**src/hdl/lpd_pkg.sv**
```systemverilog
// Shared types and constants for the length-prefixed deframer.
package lpd_pkg;

  localparam int unsigned ByteW = 8;
  localparam int unsigned LenW  = 16;
  localparam int unsigned CfgIndexW = 2;
  localparam int unsigned CfgDataW  = 16;
  localparam int unsigned OutDataW  = ByteW + LenW + LenW;

  localparam logic [ByteW-1:0] StartByteReset = 8'h00;
  localparam logic [LenW-1:0]  MaxLengthReset = 16'd1024;

  localparam logic [CfgIndexW-1:0] CfgStartByte = 2'd0;
  localparam logic [CfgIndexW-1:0] CfgMaxLength = 2'd1;

  localparam logic [1:0] PhaseHunt    = 2'd0;
  localparam logic [1:0] PhaseLenHi   = 2'd1;
  localparam logic [1:0] PhaseLenLo   = 2'd2;
  localparam logic [1:0] PhasePayload = 2'd3;

  typedef struct packed {
    logic            payload_valid;
    logic [ByteW-1:0] payload_byte;
    logic [LenW-1:0]  payload_index;
    logic            frame_done;
    logic [LenW-1:0]  frame_length;
  } lpd_result_t;

endpackage

```
**src/hdl/lpd_frame_fsm.sv**
```systemverilog
// Frame parser: phase, length and count registers and the per-byte result.
module lpd_frame_fsm (
  input  logic                       clk_i,
  input  logic                       rst_ni,
  input  logic                       step_i,
  input  logic [lpd_pkg::ByteW-1:0]  byte_i,
  input  logic [lpd_pkg::ByteW-1:0]  start_byte_i,
  input  logic [lpd_pkg::LenW-1:0]   max_length_i,
  output lpd_pkg::lpd_result_t       res_o
);
  import lpd_pkg::*;

  logic [1:0]      phase_q, phase_d;
  logic [LenW-1:0] len_q, len_d;
  logic [LenW-1:0] cnt_q, cnt_d;
  logic [LenW-1:0] len_full;
  logic [LenW-1:0] cnt_inc;

  assign len_full = {len_q[LenW-1:ByteW], byte_i};
  assign cnt_inc  = cnt_q + LenW'(1);

  always_comb begin
    phase_d = phase_q;
    len_d   = len_q;
    cnt_d   = cnt_q;
    res_o   = '0;
    unique case (phase_q)
      PhaseHunt: begin
        if (byte_i == start_byte_i) begin
          phase_d = PhaseLenHi;
        end
      end
      PhaseLenHi: begin
        len_d   = {byte_i, {ByteW{1'b0}}};
        phase_d = PhaseLenLo;
      end
      PhaseLenLo: begin
        len_d = len_full;
        cnt_d = '0;
        if ((len_full == '0) || (len_full > max_length_i)) begin
          phase_d = PhaseHunt;
        end else begin
          phase_d = PhasePayload;
        end
      end
      PhasePayload: begin
        res_o.payload_valid = 1'b1;
        res_o.payload_byte  = byte_i;
        res_o.payload_index = cnt_q;
        cnt_d = cnt_inc;
        if (cnt_inc == len_q) begin
          res_o.frame_done   = 1'b1;
          res_o.frame_length = len_q;
          phase_d = PhaseHunt;
        end
      end
    endcase
  end

  always_ff @(posedge clk_i or negedge rst_ni) begin
    if (!rst_ni) begin
      phase_q <= PhaseHunt;
      len_q   <= '0;
      cnt_q   <= '0;
    end else if (step_i) begin
      phase_q <= phase_d;
      len_q   <= len_d;
      cnt_q   <= cnt_d;
    end
  end

  a_count_below_length: assert property (@(posedge clk_i) disable iff (!rst_ni)
    (phase_q == PhasePayload) |-> (cnt_q < len_q))
    else $error("Payload count reached the frame length without closing the frame.");

  a_length_nonzero: assert property (@(posedge clk_i) disable iff (!rst_ni)
    (phase_q == PhasePayload) |-> (len_q != '0))
    else $error("Payload phase entered with a zero length.");

  a_done_returns_to_hunt: assert property (@(posedge clk_i) disable iff (!rst_ni)
    (step_i && res_o.frame_done) |=> (phase_q == PhaseHunt))
    else $error("Frame end did not return the parser to the hunt.");

endmodule

```
**src/hdl/length_prefixed_deframer_core.sv**
```systemverilog
// Top level of the length-prefixed deframer: channels, config registers, pipeline.
//
// Channel   Direction  Handshake                    Content
// s_axis    in         s_axis_tvalid/tready         one received byte
// m_axis    out        m_axis_tvalid/tready         one result item per byte
// cfg       in         cfg_valid_i/cfg_ready_o      register index and data
//
// Each byte passes an input register and a result register, and one item per cycle
// is sustained while m_axis_tready is high.
// The parser state advances when the input register moves into the result register.
// Reset returns the parser to the hunt and loads the register reset values.
// A stall on m_axis holds the result register and then the input register.
module length_prefixed_deframer_core (
  input  logic                          clk_i,
  input  logic                          rst_ni,
  input  logic                          s_axis_tvalid,
  output logic                          s_axis_tready,
  input  logic [lpd_pkg::ByteW-1:0]     s_axis_tdata,     // [7:0] rx_byte
  output logic                          m_axis_tvalid,
  input  logic                          m_axis_tready,
  // [7:0] payload_byte, [23:8] payload_index, [39:24] frame_length
  output logic [lpd_pkg::OutDataW-1:0]  m_axis_tdata,
  output logic                          m_axis_tuser,     // [0] payload_valid
  output logic                          m_axis_tlast,     // frame_done
  input  logic                          cfg_valid_i,
  output logic                          cfg_ready_o,
  input  logic [lpd_pkg::CfgIndexW-1:0] cfg_index_i,
  input  logic [lpd_pkg::CfgDataW-1:0]  cfg_data_i
);
  import lpd_pkg::*;

  logic [ByteW-1:0] start_byte_q;
  logic [LenW-1:0]  max_length_q;
  logic             in_valid_q;
  logic [ByteW-1:0] in_byte_q;
  logic             out_valid_q;
  lpd_result_t      out_q;
  lpd_result_t      res;
  logic             advance;
  logic             cfg_write;

  assign cfg_ready_o = 1'b1;
  assign cfg_write   = cfg_valid_i & cfg_ready_o;

  always_ff @(posedge clk_i or negedge rst_ni) begin
    if (!rst_ni) begin
      start_byte_q <= StartByteReset;
      max_length_q <= MaxLengthReset;
    end else if (cfg_write) begin
      unique case (cfg_index_i)
        CfgStartByte: start_byte_q <= cfg_data_i[ByteW-1:0];
        CfgMaxLength: max_length_q <= cfg_data_i[LenW-1:0];
        default: begin
        end
      endcase
    end
  end

  assign advance       = in_valid_q & (~out_valid_q | m_axis_tready);
  assign s_axis_tready = ~in_valid_q | advance;

  always_ff @(posedge clk_i or negedge rst_ni) begin
    if (!rst_ni) begin
      in_valid_q <= 1'b0;
    end else if (s_axis_tvalid && s_axis_tready) begin
      in_valid_q <= 1'b1;
    end else if (advance) begin
      in_valid_q <= 1'b0;
    end
  end

  always_ff @(posedge clk_i) begin
    if (s_axis_tvalid && s_axis_tready) begin
      in_byte_q <= s_axis_tdata;
    end
  end

  lpd_frame_fsm u_fsm (
    .clk_i        (clk_i),
    .rst_ni       (rst_ni),
    .step_i       (advance),
    .byte_i       (in_byte_q),
    .start_byte_i (start_byte_q),
    .max_length_i (max_length_q),
    .res_o        (res)
  );

  always_ff @(posedge clk_i or negedge rst_ni) begin
    if (!rst_ni) begin
      out_valid_q <= 1'b0;
    end else if (advance) begin
      out_valid_q <= 1'b1;
    end else if (m_axis_tready) begin
      out_valid_q <= 1'b0;
    end
  end

  always_ff @(posedge clk_i) begin
    if (advance) begin
      out_q <= res;
    end
  end

  assign m_axis_tvalid = out_valid_q;
  assign m_axis_tdata  = {out_q.frame_length, out_q.payload_index, out_q.payload_byte};
  assign m_axis_tuser  = out_q.payload_valid;
  assign m_axis_tlast  = out_q.frame_done;

  a_last_is_payload: assert property (@(posedge clk_i) disable iff (!rst_ni)
    (out_valid_q && out_q.frame_done) |-> out_q.payload_valid)
    else $error("Frame end flagged on a byte that is not payload.");

  a_idle_result_zero: assert property (@(posedge clk_i) disable iff (!rst_ni)
    (out_valid_q && !out_q.payload_valid) |-> (m_axis_tdata == '0))
    else $error("Non-payload result carries nonzero fields.");

  a_length_only_at_end: assert property (@(posedge clk_i) disable iff (!rst_ni)
    (out_valid_q && !out_q.frame_done) |-> (out_q.frame_length == '0))
    else $error("Frame length shown before the frame end.");

endmodule

```
**config.mk**
```make
export PLATFORM = sky130hd
export DESIGN_NAME = length_prefixed_deframer_core
export DESIGN_NICKNAME = d
export VERILOG_FILES = /design/src/hdl/lpd_pkg.sv /design/src/hdl/lpd_frame_fsm.sv /design/src/hdl/length_prefixed_deframer_core.sv
export SDC_FILE = /design/constraint.sdc
export NUM_CORES = 1
export LEC_CHECK = 0
export ABC_CLOCK_PERIOD_IN_PS = 3100
export BUFFER_PORTS_ARGS = -buffer_cell sky130_fd_sc_hd__buf_4
export CAP_MARGIN = 20
export CORE_MARGIN = 2
export CORE_UTILIZATION = 58
export DETAILED_ROUTE_END_ITERATION = 16
export PLACE_DENSITY_LB_ADDON = 0.2
export SKIP_CTS_REPAIR_TIMING = 1
export SLEW_MARGIN = 30
export SYNTH_ARGS = -nofsm -noshare
export SYNTH_HDL_FRONTEND = slang
export SYNTH_SLANG_ARGS = --single-unit
```
**constraint.sdc**
```tcl
create_clock -name clk_i -period 3.1 [get_ports clk_i]
set_clock_uncertainty 0.1 [all_clocks]
set_input_delay 0.155 -clock clk_i [delete_from_list [all_inputs] [get_ports clk_i]]
set_output_delay 0.155 -clock clk_i [all_outputs]
set_load 0.1 [all_outputs]
```
==> metrics.txt <==
switching power ~1.7 mW; GR Util met1 about 29%; fin. max-slew vios 0; DIE WIDTH just over 100 microns; R2R depth 8; layout cell share with drive strength beyond 1 24.7%; die area around 10000 sq um; CP max FO 8; Crit. End Element flip-flop; Startpoint Class flip-flop; routability cong. about 0.85; FF-to-FF setup slack ~170 ps; worst slack, placed ~160 ps; IO Port Bufs 74; Comb power frac between 30% and 40%; Final WS setup ~170 ps; status finished clean; total of max-cap violations 0; vias in the first global route between 3000 and 4000; Worst-path clk slew 100 ps; Core Box Area about 9200 sq um; Slew @ Worst Pin about 880 ps; syn_nets ~520; crit share post-route a little over nine tenths; via count roughly 4000; Hold Slack approximately 210 ps; Avg WL per Cell approximately 17 microns; Yosys top cell area share about 28%; final instance area 6560 sq um; leakage power roughly 2.8 nW; sequential share of power around 46%; CP arrival ~3000 ps; DP HPWL 7.75 mm; most common cell after layout, fill and taps aside buf_4; Starting Density between 50% and 60%; clk root buf clkbuf_8; antenna cells 0; Critical Path RT approximately 3300 ps; Ys Warns 0; DRT iter0 DRCs between 150 and 200; first-pass GRT wire length 18.1 mm; Avg Vias per Cell approximately 5.7; Nets 622; Switching Share 39.9%; hold path start cfg_index_i[0]; P&R area growth vs syn 20.1%; HP Class in2reg; final setup fails 0; final hold violations 0; clk_lat worst skew about 370 ps; Cell variety after synth 54; PwrDens between 600 and 700 nW/um^2; total gr overflow 0; Cell Area, Synth 5460 sq um; Area contributors post-synth edfxtp_1, dfrtp_1, mux2_2, ha_1, xnor2_1; DRC Markers 0; relative slew slack approximately two fifths; worst hold path depth 4; CTS tree done; met3 Use GR under 10%; clock period minus worst slack 2930 ps; r2r startpoint u_fsm.cnt_q[3]; Finished Layout Cells 686; Overall Power 4.36 mW; final core occ 71.3%; Num CTS Buffers 9; FFs w/ async S/R, synth around 55%; Clock Sinks 110; DR pass1 iterations 5; H-tree levels 3; unrepaired setup endpoints after global routing no; Internal Power between 2 and 3 mW; R2R Path End u_fsm.phase_q[1]; Crit Path Class reg2reg; syn_area_per_cell ~12 sq um; commonest cells after routing, fill and taps aside buf_4, dfrtp_1, edfxtp_1, nand2_1, o21ai_0; Clock Path Buffers 2; number of synthesized flops with an enable pin 50; number of register bits inferred by synthesis between 100 and 150; GRT Overall Usage 23.0%; Most Crowded Layer GR met2; sequential fraction of the synthesis area between 50 and 60%; I/O Pins 76; DP Area between 6000 and 7000 sq um; Syn Inst Count around 470; site row count 35; Synth Flop Type dfrtp_1; Inst Count DP approximately 640; Peak supply drop between 0.3 and 0.4 mV; post-synth top area cell edfxtp_1; grt met2 use between 30% and 40%; Fmax roughly 340 MHz; initial antenna violation count 0; Setup TNS 0 ps; largest net degree at the start of global routing roughly 60; Die Ht 101 microns; sink of the worst hold path start_byte_q[7]; Final ANT Viol Nets 0; drt total wl about 12 mm; Clock Power Share between 10% and 20%
[cells by family after synthesis]
group | after synthesis | share of synthesized area, %
AOI/OAI and AO/OA | 78 | 9.05
adders and majority gates | 21 | 4.81
other | 1 | 0.0687
muxes | 26 | 5.34
and+or+nand+nor | 162 | 17.2
buffers and inverters | 42 | 3.35
DFF | 110 | 55.0
xor gates and xnor gates | 31 | 5.11
[cell type report]
class / instances / area, sq um
Clock inverter: 5 / 42.5
Fill cell: 649 / 2640
Sequential cell: 110 / 3010
Clock buffer: 11 / 131
Timing Repair Buffer: 110 / 893
Inverter: 20 / 75.1
Multi-Input combinational cell: 319 / 2270
Tap cell: 111 / 139
[critical path: stages (launching register included)]
cell,delay (ps)
dfrtp_1,540
nand4_2,290
nor4_1,370
buf_4,190
xnor2_1,120
nand3_1,130
o41a_1,470
or4_1,490
o21a_1,120
[power by group through the flow]
stage | combinational (mW) | sequential (mW) | clock (mW)
2_1_floorplan | 0.831 | 2.31 | 0
3_3_place_gp | 1.48 | 2.01 | 0
3_5_place_dp | 1.52 | 2.02 | 0
4_1_cts | 1.53 | 1.99 | 0.813
5_1_grt | 1.70 | 2.03 | 0.865
6_report | 1.55 | 2.00 | 0.803
[state kept, by name, summed over array words and instances (netlist names)]
signal         flops
m_axis_tdata      40
u_fsm.phase_q      2
max_length_q      16
m_axis_tvalid      1
u_fsm.len_q       16
in_valid_q         1
u_fsm.cnt_q       16
start_byte_q       8
in_byte_q          8
m_axis_tlast       1
m_axis_tuser       1
[worst max path at each step]
stage / depth (start not counted) / slack [ps] / end / from
final: 8 / 170 / u_fsm.phase_q[1] / u_fsm.cnt_q[3]
after CTS: 9 / 140 / u_fsm.phase_q[1] / u_fsm.cnt_q[0]
after detailed placement: 9 / 160 / u_fsm.phase_q[1] / u_fsm.cnt_q[0]
after global placement: 9 / 320 / u_fsm.phase_q[1] / u_fsm.cnt_q[0]
after global routing: 9 / 20 / u_fsm.phase_q[1] / u_fsm.cnt_q[8]
after floorplan: 7 / 30 / u_fsm.cnt_q[4] / m_axis_tvalid
[cells in the mapped netlist (2+ instances only)]
master	number
nor2_1	10
o31a_1	2
o41a_1	2
ha_1	21
nand2_1	46
and2_1	27
dfrtp_1	59
o31ai_1	9
and3_4	2
edfxtp_1	50
buf_4	6
nand4_1	8
nor4_1	7
nand3b_1	4
or4_1	2
inv_1	19
o21ai_1	2
nand2b_1	10
o21ai_0	37
a22o_1	2
mux2_2	25
nor2_4	3
nand3_2	3
buf_2	2
xnor2_1	24
a211oi_1	2
xor2_1	6
nand3_1	8
and3_1	18
nor3_1	5
clkbuf_1	14
a21o_1	7
a21oi_1	7
nand3_4	2
[routing by layer]
| metal | routed length [microns] | vias to the layer above | share of wire [%] |
|---|---|---|---|
| li1 | - | 1866 | - |
| met1 | 4940 | 1907 | 43 |
| met2 | 5780 | 118 | 50 |
| met3 | 453 | 31 | 3.9 |
| met4 | 328 | 0 | 2.9 |
| met5 | 0 | - | 0 |
Note: power is estimated with default switching activity, not from simulation.
